===== config.mk =====
export PLATFORM = sky130hd
export DESIGN_NAME = radar_point_spherical_filter_flat
export DESIGN_NICKNAME = d
export VERILOG_FILES = /design/src/design/rpsf_pkg.sv /design/src/design/rpsf_in_if.sv /design/src/design/rpsf_out_if.sv /design/src/design/rpsf_isqrt.sv /design/src/design/rpsf_cordic.sv /design/src/design/radar_point_spherical_filter.sv /design/src/flat_wrapper.sv
export SDC_FILE = /design/constraint.sdc
export NUM_CORES = 2
export LEC_CHECK = 0
export BUFFER_PORTS_ARGS = -buffer_cell sky130_fd_sc_hd__buf_2
export CAP_MARGIN = 40
export CORE_MARGIN = 2
export CORE_UTILIZATION = 45
export CTS_BUF_LIST = sky130_fd_sc_hd__clkbuf_2 sky130_fd_sc_hd__clkbuf_4 sky130_fd_sc_hd__clkbuf_8
export DETAILED_ROUTE_END_ITERATION = 12
export GPL_TIMING_DRIVEN = 0
export PLACE_DENSITY = 0.71
export RECOVER_POWER = 50
export REMOVE_ABC_BUFFERS = 1
export SYNTH_ARGS = -nofsm -noshare
export SYNTH_HDL_FRONTEND = slang
export SYNTH_SLANG_ARGS = --single-unit

===== constraint.sdc =====
create_clock -name i_clk -period 17.95 [get_ports i_clk]
set_clock_uncertainty 0.15 [all_clocks]
set_input_delay 1.795 -clock i_clk [delete_from_list [all_inputs] [get_ports i_clk]]
set_output_delay 1.795 -clock i_clk [all_outputs]
set_load 0.02 [all_outputs]

===== src/design/rpsf_pkg.sv =====
// ----------------------------------------------------------------------------
// rpsf_pkg
// Shared constants, types and the CORDIC step table of the radar point
// spherical filter.
// ----------------------------------------------------------------------------
package rpsf_pkg;

    localparam int DEF_COORD_WIDTH  = 16;
    localparam int DEF_CORDIC_STEPS = 16;

    localparam int ID_W   = 32;
    localparam int STR_W  = 16;
    localparam int DIST_W = 16;
    localparam int LIM_W  = 15;
    localparam int BEAR_W = 15;
    localparam int ELEV_W = 14;

    localparam int ANG_TAB_LEN = 24;
    localparam int STEP_W      = $clog2(ANG_TAB_LEN);
    localparam int ANG_PRE_SH  = 8;
    localparam int ACC_W       = 24;
    localparam int ANG_W       = ACC_W - ANG_PRE_SH;
    localparam int ANG_QUARTER = 1474560;
    localparam int ANG_RND     = 1 << (ANG_PRE_SH - 1);

    localparam int BEAR_LIMIT = 11520;
    localparam int ELEV_LIMIT = 5760;
    localparam int LIM_RESET  = 5760;

    localparam int DIST_MAX = (1 << DIST_W) - 1;

    localparam int CFG_IDX_W = 2;
    localparam logic [CFG_IDX_W-1:0] CFG_MAX_ELEV = CFG_IDX_W'(0);
    localparam logic [CFG_IDX_W-1:0] CFG_MAX_AZIM = CFG_IDX_W'(1);

    typedef enum logic [3:0] {
        ST_IDLE,
        ST_MUL_X,
        ST_MUL_Y,
        ST_MUL_Z,
        ST_HROOT_GO,
        ST_HROOT_WAIT,
        ST_RROOT_GO,
        ST_ELEV_GO,
        ST_FIN_WAIT,
        ST_DECIDE
    } t_state;

    // atan(2^-i) in 1/16384 degree
    function automatic logic signed [ACC_W-1:0] step_angle(input logic [STEP_W-1:0] idx);
        logic signed [ACC_W-1:0] v;
        case (idx)
            5'd0:    v = ACC_W'(737280);
            5'd1:    v = ACC_W'(435242);
            5'd2:    v = ACC_W'(229970);
            5'd3:    v = ACC_W'(116736);
            5'd4:    v = ACC_W'(58595);
            5'd5:    v = ACC_W'(29326);
            5'd6:    v = ACC_W'(14667);
            5'd7:    v = ACC_W'(7334);
            5'd8:    v = ACC_W'(3667);
            5'd9:    v = ACC_W'(1833);
            5'd10:   v = ACC_W'(917);
            5'd11:   v = ACC_W'(458);
            5'd12:   v = ACC_W'(229);
            5'd13:   v = ACC_W'(115);
            5'd14:   v = ACC_W'(57);
            5'd15:   v = ACC_W'(29);
            5'd16:   v = ACC_W'(14);
            5'd17:   v = ACC_W'(7);
            5'd18:   v = ACC_W'(4);
            5'd19:   v = ACC_W'(2);
            5'd20:   v = ACC_W'(1);
            default: v = '0;
        endcase
        return v;
    endfunction

endpackage


===== src/design/rpsf_in_if.sv =====
// ----------------------------------------------------------------------------
// rpsf_in_if
// Point input channel: valid/ready with one radar point per beat.
// ----------------------------------------------------------------------------
interface rpsf_in_if import rpsf_pkg::*; #(
    parameter int COORD_WIDTH = DEF_COORD_WIDTH
);
    logic                          valid;
    logic                          ready;
    logic signed [COORD_WIDTH-1:0] x_pos;
    logic signed [COORD_WIDTH-1:0] y_pos;
    logic signed [COORD_WIDTH-1:0] z_pos;
    logic        [STR_W-1:0]       strength;

    modport source (output valid, x_pos, y_pos, z_pos, strength, input ready);
    modport sink   (input valid, x_pos, y_pos, z_pos, strength, output ready);
endinterface


===== src/design/rpsf_out_if.sv =====
// ----------------------------------------------------------------------------
// rpsf_out_if
// Filtered point output channel: valid/ready with one spherical point per beat.
// ----------------------------------------------------------------------------
interface rpsf_out_if import rpsf_pkg::*; #(
    parameter int COORD_WIDTH = DEF_COORD_WIDTH
);
    logic                          valid;
    logic                          ready;
    logic        [ID_W-1:0]        point_number;
    logic signed [COORD_WIDTH-1:0] x_out;
    logic signed [COORD_WIDTH-1:0] y_out;
    logic signed [COORD_WIDTH-1:0] z_out;
    logic        [DIST_W-1:0]      distance;
    logic signed [BEAR_W-1:0]      bearing_angle;
    logic signed [ELEV_W-1:0]      elevation_angle;
    logic        [STR_W-1:0]       strength_out;

    modport source (output valid, point_number, x_out, y_out, z_out, distance,
                    bearing_angle, elevation_angle, strength_out, input ready);
    modport sink   (input valid, point_number, x_out, y_out, z_out, distance,
                    bearing_angle, elevation_angle, strength_out, output ready);
endinterface


===== src/design/rpsf_isqrt.sv =====
// ----------------------------------------------------------------------------
// rpsf_isqrt
// Bit-serial integer square root, two operand bits per cycle, result rounded
// to nearest.
// ----------------------------------------------------------------------------
module rpsf_isqrt import rpsf_pkg::*; #(
    parameter int COORD_WIDTH = DEF_COORD_WIDTH
) (
    input  logic                       i_clk,
    input  logic                       i_rst_n,
    input  logic                       i_start,
    input  logic [2*COORD_WIDTH+1:0]   i_opnd,
    output logic                       o_busy,
    output logic [COORD_WIDTH:0]       o_root
);
    localparam int SW    = 2 * COORD_WIDTH + 2;
    localparam int NST   = SW / 2;
    localparam int RW    = COORD_WIDTH + 1;
    localparam int REM_W = COORD_WIDTH + 4;
    localparam int CNT_W = $clog2(NST + 1);

    logic [CNT_W-1:0] r_cnt;
    logic [SW-1:0]    r_op;
    logic [REM_W-1:0] r_rem;
    logic [RW-1:0]    r_root;

    logic [REM_W-1:0] rem2;
    logic [REM_W-1:0] trial;
    logic             take;

    assign rem2  = {r_rem[REM_W-3:0], r_op[SW-1 -: 2]};
    assign trial = REM_W'({r_root, 2'b01});
    assign take  = (rem2 >= trial);

    assign o_busy = (r_cnt != '0);
    assign o_root = (r_rem > REM_W'(r_root)) ? r_root + RW'(1) : r_root;

    always_ff @(posedge i_clk) begin
        if (!i_rst_n) begin
            r_cnt <= '0;
        end else if (i_start) begin
            r_cnt <= CNT_W'(NST);
        end else if (o_busy) begin
            r_cnt <= r_cnt - CNT_W'(1);
        end
    end

    always_ff @(posedge i_clk) begin
        if (i_start) begin
            r_op   <= i_opnd;
            r_rem  <= '0;
            r_root <= '0;
        end else if (o_busy) begin
            r_op <= {r_op[SW-3:0], 2'b00};
            if (take) begin
                r_rem  <= rem2 - trial;
                r_root <= {r_root[RW-2:0], 1'b1};
            end else begin
                r_rem  <= rem2;
                r_root <= {r_root[RW-2:0], 1'b0};
            end
        end
    end

endmodule


===== src/design/rpsf_cordic.sv =====
// ----------------------------------------------------------------------------
// rpsf_cordic
// Iterative vectoring CORDIC: atan2(y, x) in 1/64 degree, one micro-rotation
// per cycle after a quarter-turn pre-rotation for negative x.
// ----------------------------------------------------------------------------
module rpsf_cordic import rpsf_pkg::*; #(
    parameter int COORD_WIDTH  = DEF_COORD_WIDTH,
    parameter int CORDIC_STEPS = DEF_CORDIC_STEPS
) (
    input  logic                         i_clk,
    input  logic                         i_rst_n,
    input  logic                         i_start,
    input  logic signed [COORD_WIDTH:0]  i_x,
    input  logic signed [COORD_WIDTH:0]  i_y,
    output logic                         o_busy,
    output logic signed [ANG_W-1:0]      o_angle
);
    localparam int OW = COORD_WIDTH + 1;
    localparam int CW = OW + ANG_PRE_SH + 2;

    logic                    r_busy;
    logic                    r_zero;
    logic [STEP_W-1:0]       r_step;
    logic signed [CW-1:0]    r_x;
    logic signed [CW-1:0]    r_y;
    logic signed [ACC_W-1:0] r_acc;

    logic signed [CW-1:0]    xs;
    logic signed [CW-1:0]    ys;
    logic signed [CW-1:0]    tx;
    logic signed [CW-1:0]    ty;
    logic signed [ACC_W-1:0] rnd;
    logic                    org;
    logic                    last;

    assign xs   = $signed({{(CW-OW-ANG_PRE_SH){i_x[OW-1]}}, i_x, {ANG_PRE_SH{1'b0}}});
    assign ys   = $signed({{(CW-OW-ANG_PRE_SH){i_y[OW-1]}}, i_y, {ANG_PRE_SH{1'b0}}});
    assign org  = (i_x == '0) && (i_y == '0);
    assign tx   = r_x >>> r_step;
    assign ty   = r_y >>> r_step;
    assign last = (r_step == STEP_W'(CORDIC_STEPS - 1));
    assign rnd  = r_acc + ACC_W'(ANG_RND);

    assign o_busy  = r_busy;
    assign o_angle = r_zero ? '0 : rnd[ACC_W-1 -: ANG_W];

    always_ff @(posedge i_clk) begin
        if (!i_rst_n) begin
            r_busy <= 1'b0;
            r_zero <= 1'b1;
        end else if (i_start) begin
            r_busy <= !org;
            r_zero <= org;
        end else if (r_busy && last) begin
            r_busy <= 1'b0;
        end
    end

    always_ff @(posedge i_clk) begin
        if (i_start) begin
            r_step <= '0;
            if (xs < 0) begin
                if (ys >= 0) begin
                    r_x   <= ys;
                    r_y   <= -xs;
                    r_acc <= ACC_W'(ANG_QUARTER);
                end else begin
                    r_x   <= -ys;
                    r_y   <= xs;
                    r_acc <= -ACC_W'(ANG_QUARTER);
                end
            end else begin
                r_x   <= xs;
                r_y   <= ys;
                r_acc <= '0;
            end
        end else if (r_busy) begin
            r_step <= r_step + STEP_W'(1);
            if (r_y >= 0) begin
                r_x   <= r_x + ty;
                r_y   <= r_y - tx;
                r_acc <= r_acc + step_angle(r_step);
            end else begin
                r_x   <= r_x - ty;
                r_y   <= r_y + tx;
                r_acc <= r_acc - step_angle(r_step);
            end
        end
    end

endmodule


===== src/design/radar_point_spherical_filter.sv =====
// ----------------------------------------------------------------------------
// radar_point_spherical_filter
// Converts a Cartesian radar point to range, bearing and elevation and drops
// points whose elevation or bearing lies above its limit.
// ----------------------------------------------------------------------------
//  channel  dir  handshake     beat
//  i_pt     in   valid/ready   x_pos, y_pos, z_pos, strength
//  o_pt     out  valid/ready   point_number, x/y/z_out, distance, angles, strength_out
//  i_cfg_*  in   write enable  max_elevation (0), max_azimuth (1)
//
//  The two serial square roots and the CORDIC set the time that one point takes.
//  i_pt.ready is high only while idle; a result waits in the output register
//  and the next point may enter meanwhile.
//  Synchronous active-low reset clears the point counter and sets both limits.
// ----------------------------------------------------------------------------
module radar_point_spherical_filter import rpsf_pkg::*; #(
    parameter int COORD_WIDTH  = DEF_COORD_WIDTH,
    parameter int CORDIC_STEPS = DEF_CORDIC_STEPS
) (
    input  logic                 i_clk,
    input  logic                 i_rst_n,
    rpsf_in_if.sink              i_pt,
    rpsf_out_if.source           o_pt,
    input  logic                 i_cfg_we,
    input  logic [CFG_IDX_W-1:0] i_cfg_idx,
    input  logic [LIM_W-1:0]     i_cfg_data
);
    localparam int W  = COORD_WIDTH;
    localparam int SW = 2 * W + 2;
    localparam int RW = W + 1;
    localparam int XW = RW + DIST_W;

    localparam logic signed [ANG_W-1:0] BEAR_HI = ANG_W'(BEAR_LIMIT);
    localparam logic signed [ANG_W-1:0] ELEV_HI = ANG_W'(ELEV_LIMIT);

    t_state r_state;
    t_state n_state;

    logic [ID_W-1:0]        r_count;
    logic signed [LIM_W-1:0] r_max_elev;
    logic signed [LIM_W-1:0] r_max_azim;

    logic signed [W-1:0]    r_x;
    logic signed [W-1:0]    r_y;
    logic signed [W-1:0]    r_z;
    logic [STR_W-1:0]       r_str;
    logic [ID_W-1:0]        r_id;
    logic [2*W-1:0]         r_prod;
    logic [2*W:0]           r_hsq;
    logic [SW-1:0]          r_ssq;
    logic [W-1:0]           r_horiz;
    logic signed [ANG_W-1:0] r_bear;

    logic                    r_ov;
    logic                    n_ov;
    logic [ID_W-1:0]         r_o_id;
    logic signed [W-1:0]     r_o_x;
    logic signed [W-1:0]     r_o_y;
    logic signed [W-1:0]     r_o_z;
    logic [DIST_W-1:0]       r_o_dist;
    logic signed [BEAR_W-1:0] r_o_bear;
    logic signed [ELEV_W-1:0] r_o_elev;
    logic [STR_W-1:0]        r_o_str;

    logic                    in_rdy;
    logic                    accept;
    logic                    cd_start;
    logic                    cd_elev;
    logic                    sq_start;
    logic                    sq_sel_r;
    logic                    load_out;
    logic                    pass;

    logic signed [W-1:0]     m_val;
    logic [W-1:0]            m_mag;
    logic [2*W-1:0]          m_prod;

    logic [SW-1:0]           sq_opnd;
    logic                    sq_busy;
    logic [RW-1:0]           sq_root;
    logic signed [W:0]       cd_x;
    logic signed [W:0]       cd_y;
    logic                    cd_busy;
    logic signed [ANG_W-1:0] cd_angle;

    logic signed [ANG_W-1:0] bear_c;
    logic signed [ANG_W-1:0] elev_c;
    logic [XW-1:0]           rng_ext;
    logic [DIST_W-1:0]       dist_sat;

    rpsf_isqrt #(
        .COORD_WIDTH (COORD_WIDTH)
    ) u_isqrt (
        .i_clk   (i_clk),
        .i_rst_n (i_rst_n),
        .i_start (sq_start),
        .i_opnd  (sq_opnd),
        .o_busy  (sq_busy),
        .o_root  (sq_root)
    );

    rpsf_cordic #(
        .COORD_WIDTH  (COORD_WIDTH),
        .CORDIC_STEPS (CORDIC_STEPS)
    ) u_cordic (
        .i_clk   (i_clk),
        .i_rst_n (i_rst_n),
        .i_start (cd_start),
        .i_x     (cd_x),
        .i_y     (cd_y),
        .o_busy  (cd_busy),
        .o_angle (cd_angle)
    );

    assign sq_opnd = sq_sel_r ? r_ssq : SW'(r_hsq);
    assign cd_x    = cd_elev ? $signed({1'b0, r_horiz}) : (W+1)'(r_x);
    assign cd_y    = cd_elev ? (W+1)'(r_z) : (W+1)'(r_y);

    always_comb begin
        case (r_state)
            ST_MUL_X: m_val = r_x;
            ST_MUL_Y: m_val = r_y;
            default:  m_val = r_z;
        endcase
        m_mag  = m_val[W-1] ? W'(-m_val) : W'(m_val);
        m_prod = m_mag * m_mag;
    end

    always_comb begin
        if (r_bear > BEAR_HI) begin
            bear_c = BEAR_HI;
        end else if (r_bear < -BEAR_HI) begin
            bear_c = -BEAR_HI;
        end else begin
            bear_c = r_bear;
        end
        if (cd_angle > ELEV_HI) begin
            elev_c = ELEV_HI;
        end else if (cd_angle < -ELEV_HI) begin
            elev_c = -ELEV_HI;
        end else begin
            elev_c = cd_angle;
        end
        pass     = (elev_c <= ANG_W'(r_max_elev)) && (bear_c <= ANG_W'(r_max_azim));
        rng_ext  = XW'(sq_root);
        dist_sat = (rng_ext > XW'(DIST_MAX)) ? DIST_W'(DIST_MAX) : rng_ext[DIST_W-1:0];
    end

    always_comb begin
        n_state  = r_state;
        in_rdy   = 1'b0;
        cd_start = 1'b0;
        cd_elev  = 1'b0;
        sq_start = 1'b0;
        sq_sel_r = 1'b0;
        load_out = 1'b0;
        case (r_state)
            ST_IDLE: begin
                in_rdy = 1'b1;
                if (i_pt.valid) begin
                    n_state = ST_MUL_X;
                end
            end
            ST_MUL_X: begin
                cd_start = 1'b1;
                n_state  = ST_MUL_Y;
            end
            ST_MUL_Y: begin
                n_state = ST_MUL_Z;
            end
            ST_MUL_Z: begin
                n_state = ST_HROOT_GO;
            end
            ST_HROOT_GO: begin
                sq_start = 1'b1;
                n_state  = ST_HROOT_WAIT;
            end
            ST_HROOT_WAIT: begin
                if (!sq_busy) begin
                    n_state = ST_RROOT_GO;
                end
            end
            ST_RROOT_GO: begin
                sq_start = 1'b1;
                sq_sel_r = 1'b1;
                n_state  = ST_ELEV_GO;
            end
            ST_ELEV_GO: begin
                cd_elev = 1'b1;
                if (!cd_busy) begin
                    cd_start = 1'b1;
                    n_state  = ST_FIN_WAIT;
                end
            end
            ST_FIN_WAIT: begin
                if (!cd_busy && !sq_busy) begin
                    n_state = ST_DECIDE;
                end
            end
            ST_DECIDE: begin
                if (!pass) begin
                    n_state = ST_IDLE;
                end else if (!r_ov || o_pt.ready) begin
                    load_out = 1'b1;
                    n_state  = ST_IDLE;
                end
            end
            default: begin
                n_state = ST_IDLE;
            end
        endcase
    end

    assign accept = in_rdy && i_pt.valid;
    assign n_ov   = load_out || (r_ov && !o_pt.ready);

    always_ff @(posedge i_clk) begin
        if (!i_rst_n) begin
            r_state    <= ST_IDLE;
            r_count    <= '0;
            r_ov       <= 1'b0;
            r_max_elev <= LIM_W'(LIM_RESET);
            r_max_azim <= LIM_W'(LIM_RESET);
        end else begin
            r_state <= n_state;
            r_ov    <= n_ov;
            if (accept) begin
                r_count <= r_count + ID_W'(1);
            end
            if (i_cfg_we) begin
                case (i_cfg_idx)
                    CFG_MAX_ELEV: r_max_elev <= i_cfg_data;
                    CFG_MAX_AZIM: r_max_azim <= i_cfg_data;
                    default: begin
                    end
                endcase
            end
        end
    end

    always_ff @(posedge i_clk) begin
        if (accept) begin
            r_x   <= i_pt.x_pos;
            r_y   <= i_pt.y_pos;
            r_z   <= i_pt.z_pos;
            r_str <= i_pt.strength;
            r_id  <= r_count;
        end
        if (r_state == ST_MUL_X || r_state == ST_MUL_Y || r_state == ST_MUL_Z) begin
            r_prod <= m_prod;
        end
        if (r_state == ST_MUL_Y) begin
            r_hsq <= (2*W+1)'(r_prod);
        end
        if (r_state == ST_MUL_Z) begin
            r_hsq <= r_hsq + (2*W+1)'(r_prod);
        end
        if (r_state == ST_HROOT_GO) begin
            r_ssq <= SW'(r_hsq) + SW'(r_prod);
        end
        if (r_state == ST_HROOT_WAIT && !sq_busy) begin
            r_horiz <= sq_root[W-1:0];
        end
        if (r_state == ST_ELEV_GO && !cd_busy) begin
            r_bear <= cd_angle;
        end
        if (load_out) begin
            r_o_id   <= r_id;
            r_o_x    <= r_x;
            r_o_y    <= r_y;
            r_o_z    <= r_z;
            r_o_dist <= dist_sat;
            r_o_bear <= bear_c[BEAR_W-1:0];
            r_o_elev <= elev_c[ELEV_W-1:0];
            r_o_str  <= r_str;
        end
    end

    assign i_pt.ready           = in_rdy;
    assign o_pt.valid           = r_ov;
    assign o_pt.point_number    = r_o_id;
    assign o_pt.x_out           = r_o_x;
    assign o_pt.y_out           = r_o_y;
    assign o_pt.z_out           = r_o_z;
    assign o_pt.distance        = r_o_dist;
    assign o_pt.bearing_angle   = r_o_bear;
    assign o_pt.elevation_angle = r_o_elev;
    assign o_pt.strength_out    = r_o_str;

endmodule


===== src/flat_wrapper.sv =====
// flat-port wrapper written by rule: the top's interface ports become plain ports
module radar_point_spherical_filter_flat import rpsf_pkg::*;
#(
    parameter int COORD_WIDTH  = DEF_COORD_WIDTH,
    parameter int CORDIC_STEPS = DEF_CORDIC_STEPS
)
  (i_clk, i_rst_n, i_cfg_we, i_cfg_idx, i_cfg_data, i_pt_valid, i_pt_x_pos, i_pt_y_pos, i_pt_z_pos, i_pt_strength, i_pt_ready, o_pt_valid, o_pt_point_number, o_pt_x_out, o_pt_y_out, o_pt_z_out, o_pt_distance, o_pt_bearing_angle, o_pt_elevation_angle, o_pt_strength_out, o_pt_ready);
  rpsf_in_if #(.COORD_WIDTH(COORD_WIDTH)) i_pt_i ();
  rpsf_out_if #(.COORD_WIDTH(COORD_WIDTH)) o_pt_i ();
  input  logic i_clk;
  input  logic i_rst_n;
  input  logic i_cfg_we;
  input  logic [CFG_IDX_W-1:0] i_cfg_idx;
  input  logic [LIM_W-1:0] i_cfg_data;
  input wire logic [$bits(i_pt_i.valid)-1:0] i_pt_valid;
  input wire logic [$bits(i_pt_i.x_pos)-1:0] i_pt_x_pos;
  input wire logic [$bits(i_pt_i.y_pos)-1:0] i_pt_y_pos;
  input wire logic [$bits(i_pt_i.z_pos)-1:0] i_pt_z_pos;
  input wire logic [$bits(i_pt_i.strength)-1:0] i_pt_strength;
  output wire logic [$bits(i_pt_i.ready)-1:0] i_pt_ready;
  output wire logic [$bits(o_pt_i.valid)-1:0] o_pt_valid;
  output wire logic [$bits(o_pt_i.point_number)-1:0] o_pt_point_number;
  output wire logic [$bits(o_pt_i.x_out)-1:0] o_pt_x_out;
  output wire logic [$bits(o_pt_i.y_out)-1:0] o_pt_y_out;
  output wire logic [$bits(o_pt_i.z_out)-1:0] o_pt_z_out;
  output wire logic [$bits(o_pt_i.distance)-1:0] o_pt_distance;
  output wire logic [$bits(o_pt_i.bearing_angle)-1:0] o_pt_bearing_angle;
  output wire logic [$bits(o_pt_i.elevation_angle)-1:0] o_pt_elevation_angle;
  output wire logic [$bits(o_pt_i.strength_out)-1:0] o_pt_strength_out;
  input wire logic [$bits(o_pt_i.ready)-1:0] o_pt_ready;
  assign i_pt_i.valid = i_pt_valid;
  assign i_pt_i.x_pos = i_pt_x_pos;
  assign i_pt_i.y_pos = i_pt_y_pos;
  assign i_pt_i.z_pos = i_pt_z_pos;
  assign i_pt_i.strength = i_pt_strength;
  assign i_pt_ready = i_pt_i.ready;
  assign o_pt_valid = o_pt_i.valid;
  assign o_pt_point_number = o_pt_i.point_number;
  assign o_pt_x_out = o_pt_i.x_out;
  assign o_pt_y_out = o_pt_i.y_out;
  assign o_pt_z_out = o_pt_i.z_out;
  assign o_pt_distance = o_pt_i.distance;
  assign o_pt_bearing_angle = o_pt_i.bearing_angle;
  assign o_pt_elevation_angle = o_pt_i.elevation_angle;
  assign o_pt_strength_out = o_pt_i.strength_out;
  assign o_pt_i.ready = o_pt_ready;
  radar_point_spherical_filter #(.COORD_WIDTH(COORD_WIDTH), .CORDIC_STEPS(CORDIC_STEPS)) u_core (.i_clk(i_clk), .i_rst_n(i_rst_n), .i_pt(i_pt_i), .o_pt(o_pt_i), .i_cfg_we(i_cfg_we), .i_cfg_idx(i_cfg_idx), .i_cfg_data(i_cfg_data));
endmodule

== Yosys cells after proc, flatten, opt, wreduce, memory -nomap -nowiden ==
Memories as Yosys holds them, arrays and structs flattened. A register that Yosys moved wholly into a read port is not among the register bits.
Cells that the tools add are included.

* Output and inout port bits: 143
* Input bits: 86
* Memories: 2
* Memory bits (writable): 0
* Register bits: 596
* Bits in latches: 0
* Memory bits (read-only): 1280
* Word-level logic and storage cells: 178

{| class="wikitable"
|+ Memories
! name !! words !! bits a word !! rd ports !! clocked after Yosys merged registers in !! write ports !! line !! source
|-
| (name not given) || 32 || 20 || 1 || 1 || 0 || rpsf_pkg.sv:52 || <nowiki>case (idx)</nowiki>
|-
| (name not given) || 32 || 20 || 1 || 1 || 0 || rpsf_pkg.sv:52 ||
|}

* Reduce and logical (&&, ||, !) cells: 31
* Shifts and indexed selects: 2
* Multipliers: 1
* Eq/ne operators: 16
* Add/subtract/negate cells: 17
* Magnitude comparators: 12
* Bitwise gates (word level): 1
* Muxes and demuxes: 62
* Divide/modulo/power cells: 0

{| class="wikitable"
|+ Operator list
! operator !! number
|-
| two-way mux 27 bit || 10
|-
| two-way mux 24 bit || 11
|-
| two-way mux 34 bit || 3
|-
| two-way mux 16 bit || 6
|-
| two-way mux 33 bit || 2
|-
| adder 27 bit || 2
|-
| negation 25 -> 27 bit || 2
|-
| >>> shifter 27 x 5 -> 27 bit || 2
|-
| subtractor 27 bit || 2
|-
| two-way mux 17 bit || 3
|-
| case mux 4 bit (10 select lines) || 1
|-
| adder 33 x 32 -> 34 bit || 1
|-
| zero test 17 bit || 2
|-
| adder 33 x 32 -> 33 bit || 1
|-
| adder 32 x 1 -> 32 bit, second input constant || 1
|-
| <= comparator 16 x 15 -> 1 bit || 2
|-
| multiplier 16 x 16 -> 32 bit || 1
|-
| case mux 16 bit (2 select lines) || 1
|-
| two-way mux 5 bit || 6
|-
| greater-or-equal comparator 27 x 1 -> 1 bit, second input constant || 1
|-
| greater-or-equal comparator 25 x 1 -> 1 bit, second input constant || 1
|-
| less-than comparator 25 x 1 -> 1 bit, second input constant || 1
|-
| adder 24 bit || 1
|-
| adder 24 x 9 -> 24 bit, second input constant || 1
|-
| other kinds (37) || 78
|}

== Depth between registers and ports, before layout ==
* Depth in word-level cells: 10
* Mapped depth: 40
* Depth with buffers taken out: 36

== Cells and area by module ==
A second synthesis with hierarchy kept.

* Cell total of the unflattened synthesis: 4480
* Area, all modules: 45026.9 um2

{| class="wikitable"
|+ By module, submodules not included
! module !! cells an instance !! area each (um2) !! seq. area each (um2) !! instances
|-
| radar_point_spherical_filter || 2298 || 26123.8 || 12361.9 || 1
|-
| rpsf_cordic || 1676 || 14216.1 || 2882.8 || 1
|-
| rpsf_isqrt || 506 || 4687.0 || 1861.8 || 1
|}

== Least setup slack after synthesis ==
Ideal clock, no wire load.

* Kind: reg2reg
* Start point: register u_core.u_cordic.r_acc[7]
* End point: register u_core.r_o_bear[0] (netlist: u_core.o_pt.bearing_angle[0]), enable pin
* Path buffers: 2
* Stages on the path, launching flop included: 23
* Slack: 5.930 ns
* Required time: 17.112 ns
* Setup time: 0.688 ns
* Arrival: 11.181 ns
* Period minus slack after synthesis: 12.020 ns
* Cell sequence: edfxtp_1 ha_1 nand2_1 nor4_1 nand3_1 xor2_1 nor2_1 o2111ai_1 ha_1 buf_1 nand2b_1 clkbuf_1 nor3_1 ha_1 nor2b_1 o21a_1 o21a_1 o21a_1 o21ai_0 a21boi_0 o31ai_1 nand2_1 a21oi_1

* Longest elaborated chain between the ends: 9
* Elaborated cells between the ends (all ways): 10
* Classes of those cells: 1 x add/sub; 3 x order compare; 5 x mux; 1 x reduce/logical

{| class="wikitable"
|+ RTL lines
! what !! line !! source
|-
| start, declared || rpsf_cordic.sv:26 || <nowiki>logic signed [ACC_W-1:0] r_acc;</nowiki>
|-
| start signal, assigned || rpsf_cordic.sv:66 || <nowiki>r_acc <= ACC_W'(ANG_QUARTER);</nowiki>
|-
| start signal, assigned || rpsf_cordic.sv:70 || <nowiki>r_acc <= -ACC_W'(ANG_QUARTER);</nowiki>
|-
| start signal, assigned || rpsf_cordic.sv:82 || <nowiki>r_acc <= r_acc + step_angle(r_step);</nowiki>
|-
| adder 24 x 9 -> 24 bit * || rpsf_cordic.sv:42 || <nowiki>assign rnd = r_acc + ACC_W'(ANG_RND);</nowiki>
|-
| two-way mux 16 bit * || rpsf_cordic.sv:45 || <nowiki>assign o_angle = r_zero ? '0 : rnd[ACC_W-1 -: ANG_W];</nowiki>
|-
| named net u_core.cd_angle[13] || radar_point_spherical_filter.sv:84 || <nowiki>logic signed [ANG_W-1:0] cd_angle;</nowiki>
|-
| less-than comparator 16 x 14 -> 1 bit || radar_point_spherical_filter.sv:139 || <nowiki>end else if (cd_angle < -ELEV_HI) begin</nowiki>
|-
| two-way mux 16 bit || radar_point_spherical_filter.sv:139 ||
|-
| two-way mux 16 bit * || radar_point_spherical_filter.sv:137 || <nowiki>if (cd_angle > ELEV_HI) begin</nowiki>
|-
| named net u_core.elev_c[1] || radar_point_spherical_filter.sv:87 || <nowiki>logic signed [ANG_W-1:0] elev_c;</nowiki>
|-
| <= comparator 16 x 15 -> 1 bit * || radar_point_spherical_filter.sv:144 || <nowiki>pass = (elev_c <= ANG_W'(r_max_elev)) && (bear_c <= ANG_W'(r_max_azim));</nowiki>
|-
| logical AND 1 bit * || radar_point_spherical_filter.sv:144 ||
|-
| two-way mux 1 bit * || radar_point_spherical_filter.sv:201 || <nowiki>if (!pass) begin</nowiki>
|-
| two-way mux 1 bit * || radar_point_spherical_filter.sv:157 || <nowiki>case (r_state)</nowiki>
|-
| named net u_core.load_out || radar_point_spherical_filter.sv:71 || <nowiki>logic load_out;</nowiki>
|-
| end signal, assigned || radar_point_spherical_filter.sv:273 || <nowiki>r_o_bear <= bear_c[BEAR_W-1:0];</nowiki>
|-
| end, declared || radar_point_spherical_filter.sv:61 || <nowiki>logic signed [BEAR_W-1:0] r_o_bear;</nowiki>
|}

Mark *: on every way through the listed nets, which the timed path passes. The rest lies on a longest branch.
A chain may end at the register's enable or synchronous reset.

== Worst setup path in the final report ==
* Start point: register u_core.r_state[2]
* End point: register u_core.r_prod[31], data pin

* Longest elaborated chain between the ends: 5
* Elaborated cells between the ends (all ways): 6
* Classes of those cells: 1 x add/sub; 1 x mul; 2 x eq/ne; 2 x mux

{| class="wikitable"
|+ RTL lines
! what !! line !! source
|-
| start, declared || radar_point_spherical_filter.sv:36 || <nowiki>t_state r_state;</nowiki>
|-
| start signal, assigned || radar_point_spherical_filter.sv:225 || <nowiki>r_state <= n_state;</nowiki>
|-
| == test 4 x 2 -> 1 bit / == test 4 x 1 -> 1 bit (equally long branches) || radar_point_spherical_filter.sv:120 || <nowiki>case (r_state)</nowiki>
|-
| case mux 16 bit (2 select lines) * || radar_point_spherical_filter.sv:120 ||
|-
| negation 16 bit || radar_point_spherical_filter.sv:125 || <nowiki>m_mag = m_val[W-1] ? W'(-m_val) : W'(m_val);</nowiki>
|-
| two-way mux 16 bit * || radar_point_spherical_filter.sv:125 ||
|-
| named net u_core.m_mag[0] || radar_point_spherical_filter.sv:75 || <nowiki>logic [W-1:0] m_mag;</nowiki>
|-
| multiplier 16 x 16 -> 32 bit * || radar_point_spherical_filter.sv:126 || <nowiki>m_prod = m_mag * m_mag;</nowiki>
|-
| named net u_core.m_prod[31] || radar_point_spherical_filter.sv:76 || <nowiki>logic [2*W-1:0] m_prod;</nowiki>
|-
| end signal, assigned || radar_point_spherical_filter.sv:250 || <nowiki>r_prod <= m_prod;</nowiki>
|-
| end, declared || radar_point_spherical_filter.sv:48 || <nowiki>logic [2*W-1:0] r_prod;</nowiki>
|}

Marked as above.

==> impl_results.md <==
- Status: finished, violations left
- Failing checks: capacitance limit, slew limit
- DP HPWL: 91.2 mm
- Crit path max fanout: 18
- CP bufs+invs: 9
- Vias: 34600
- Cell count after synthesis: 4382
- Count of cell types in the netlist: 98
- Crit share post-route: 70.4%
- Area leader, netlist: edfxtp_1
- Largest net degree at the start of global routing: 69
- Crit Path Category: flop to flop
- Detailed Route Iter0 Violations: 3430
- Clk buf depth: 3
- HP Class: flop to flop
- Vias in the first global route: 33600
- Area growth, synth to finish: 11.7%
- Fmax: 0.0791 GHz
- DRT Wirelength: 120 mm
- Syn_area_per_cell: 10.1 um^2
- Clock latency on the worst-skew pair: 0.80 ns
- Ports: 229
- Initial Utilization: 45.2%
- IO buf count: 228
- Slew margin rel.: -78.6%
- Data arrival, critical path: 12.98 ns
- Seq/Total Area, Yosys: 38.7%
- Top area cells in the synthesized netlist: edfxtp_1 33%, ha_1 7.9%, fa_1 7.6%, dfxtp_1 6.2%, xnor2_1 3.5%
- Most frequent cells after synthesis: 479 x edfxtp_1, 408 x nand2_1, 371 x inv_1
- Crit-path leading delay family: adder cells
- Hold-fix buffer count after cts: 0
- RSZ-0062 raised after global routing: no
- Clk sinks: 615
- DR WL/cell: 20.1 um
- Synthesized flop and latch total: 615
- Root Driver: clkbuf_8
- Fin. Hold Viols: 0
- Count leader, synth: edfxtp_1
- CP max stage delay: 0.69 ns
- Mapped cell area: 0.0443 mm^2
- CTS tree: yes
- Crit-path most repeated cell: fa_1
- H-tree levels: 3
- Finish-stage setup viols: 0
- Core area: 0.0980 mm^2
- Die height: 318 um
- FFs w/ async S/R, synth: 0%
- Number of remaining DRC errors: 0
- Yosys Warn Count: 0
- Initial antenna violation count: 3
- GRT overflow: 0
- Antenna-violating nets left: 0
- Dpl cells: 5786
- Max-cap check violation count: 11
- Setup crit start kind: flop
- Crit path capture type: flop
- Fin crit period: 12.64 ns
- Nets: 5141
- Top-area cell type share of the netlist area: 32.5%
- Num CTS Buffers: 107
- Post-synth EDFFs: 479
- Gp weighted congestion: 0.956
- Drt via density: 5.78
- Worst-margin pin slew: 2.68 ns
- Clock slew at reported path FFs: 0.06 ns
- Area of the die: 0.101 mm^2
- Setup Buffers After CTS: 0
- Post-route insts no fill: 5985
- Critical Path Slowest Stage Cell: clkbuf_1
- Worst Path Required: 18.29 ns
- Main synth FF type: edfxtp_1
- Fin. max-slew vios: 350
- Share of layout cells above drive strength 1: 13.1%
- First-pass GRT wire length: 188 mm
- 1st-pass router iterations: 6
- Rows: 115
- Post-CTS sizing: 0
- Setup TNS: 0 ns
- Die W: 318 um
- GRT Overall Usage: 23.4%
[metal layers]
layer  global-route usage [%]  vias up  wire length [um]
met5                        0        -                 0
met4                     7.20        0              3020
met3                     4.87      192             10700
met2                     37.8     1394             55800
met1                     31.6    16800             50600
li1                         -    16200                 -
[cell type report]
class / instances / area (um^2)
antenna: 3 / 7.51
clock buffer: 147 / 1790
clock inverter: 49 / 505
fill: 8720 / 48500
inverter: 383 / 1440
multi-input combinational: 3208 / 25000
sequential: 615 / 17100
tap: 1287 / 1610
timing repair buffer: 293 / 1970
[cells by family after synthesis]
group	after synthesis	synth area share, %
flip-flops	615	38.7
AO/OA/AOI/OAI	955	14.1
other	2	0.0170
XOR/XNOR	293	5.80
multiplexers	251	7.67
adder cells (fa/ha/maj)	447	15.5
AND/OR/NAND/NOR	1251	13.2
buffers and inverters	568	5.09
[cells in the final DEF, fill, tap and decap left out, types with 37 or more instances in the layout]
| cell | Yosys | final |
|---|---|---|
| nand2_1 | 408 | 408 |
| buf_2 | 21 | 219 |
| a21o_1 | 92 | 92 |
| clkbuf_8 | 0 | 110 |
| and2_1 | 54 | 40 |
| o211ai_1 | 39 | 39 |
| edfxtp_1 | 479 | 479 |
| o21ai_0 | 217 | 217 |
| nand2b_1 | 61 | 60 |
| mux2_2 | 61 | 61 |
| fa_1 | 168 | 168 |
| nand3_1 | 83 | 83 |
| a211oi_1 | 61 | 61 |
| xnor2_1 | 179 | 176 |
| or3_1 | 43 | 43 |
| mux2i_1 | 123 | 123 |
| inv_1 | 371 | 371 |
| mux4_2 | 53 | 53 |
| clkbuf_4 | 0 | 37 |
| xor2_1 | 114 | 114 |
| dfxtp_1 | 136 | 130 |
| a21boi_0 | 38 | 38 |
| nor2_1 | 339 | 338 |
| nor3_1 | 103 | 103 |
| a21oi_1 | 228 | 227 |
| ha_1 | 279 | 279 |
[worst register-to-register path: cells and delay by family, from the launching register on]
family / cells / cell delay, ns
flip-flops: 1 / 0.58
buffers and inverters: 9 / 2.82
AO/OA/AOI/OAI: 9 / 2.41
adder cells (fa/ha/maj): 8 / 3.86
XOR/XNOR: 2 / 0.81
AND/OR/NAND/NOR: 8 / 1.71
[path summary, 6_finish.rpt]
kind | to | from | slack [ns] | depth (start not counted)
worst max register to register | u_core.r_prod[31] | u_core.r_state[2] | 5.31 | 36
worst min-delay path | u_core.o_pt.point_number[26] | u_core.r_id[26] | 0.25 | 0
worst max-delay path | u_core.r_prod[31] | u_core.r_state[2] | 5.31 | 36
worst min register to register | u_core.o_pt.point_number[26] | u_core.r_id[26] | 0.25 | 0
[sequential cells by signal (all words and copies together), names as in the netlist, 17 cells and up, named ones only]
register and cells:
u_core.u_cordic.r_x 27, u_core.u_isqrt.r_op 34, u_core.u_cordic.r_y 27, u_core.u_isqrt.r_root 17, u_core.u_cordic.r_acc 24, u_core.u_isqrt.r_rem 20, u_core.r_count 32, u_core.r_prod 31
u_core.o_pt.point_number 32, u_core.r_id 32, u_core.r_ssq 34, u_core.r_hsq 33
[stage by stage]
stage / cell area (um^2) / utilization (%) / hold slack, ns / setup slack, ns
2_1_floorplan: 43500 / - / 0.250 / 6.04
3_3_place_gp: 46200 / 47.2 / 0.251 / 0.698
3_5_place_dp: 47500 / 48.4 / 0.255 / 6.83
4_1_cts: 49800 / 50.8 / 0.264 / 6.72
5_1_grt: 49400 / 50.5 / 0.268 / 4.69
6_report: 49400 / 50.5 / 0.254 / 5.31
Power is not shown: default switching activity piles up to over one toggle a cycle in this logic, so the estimate is an artifact.
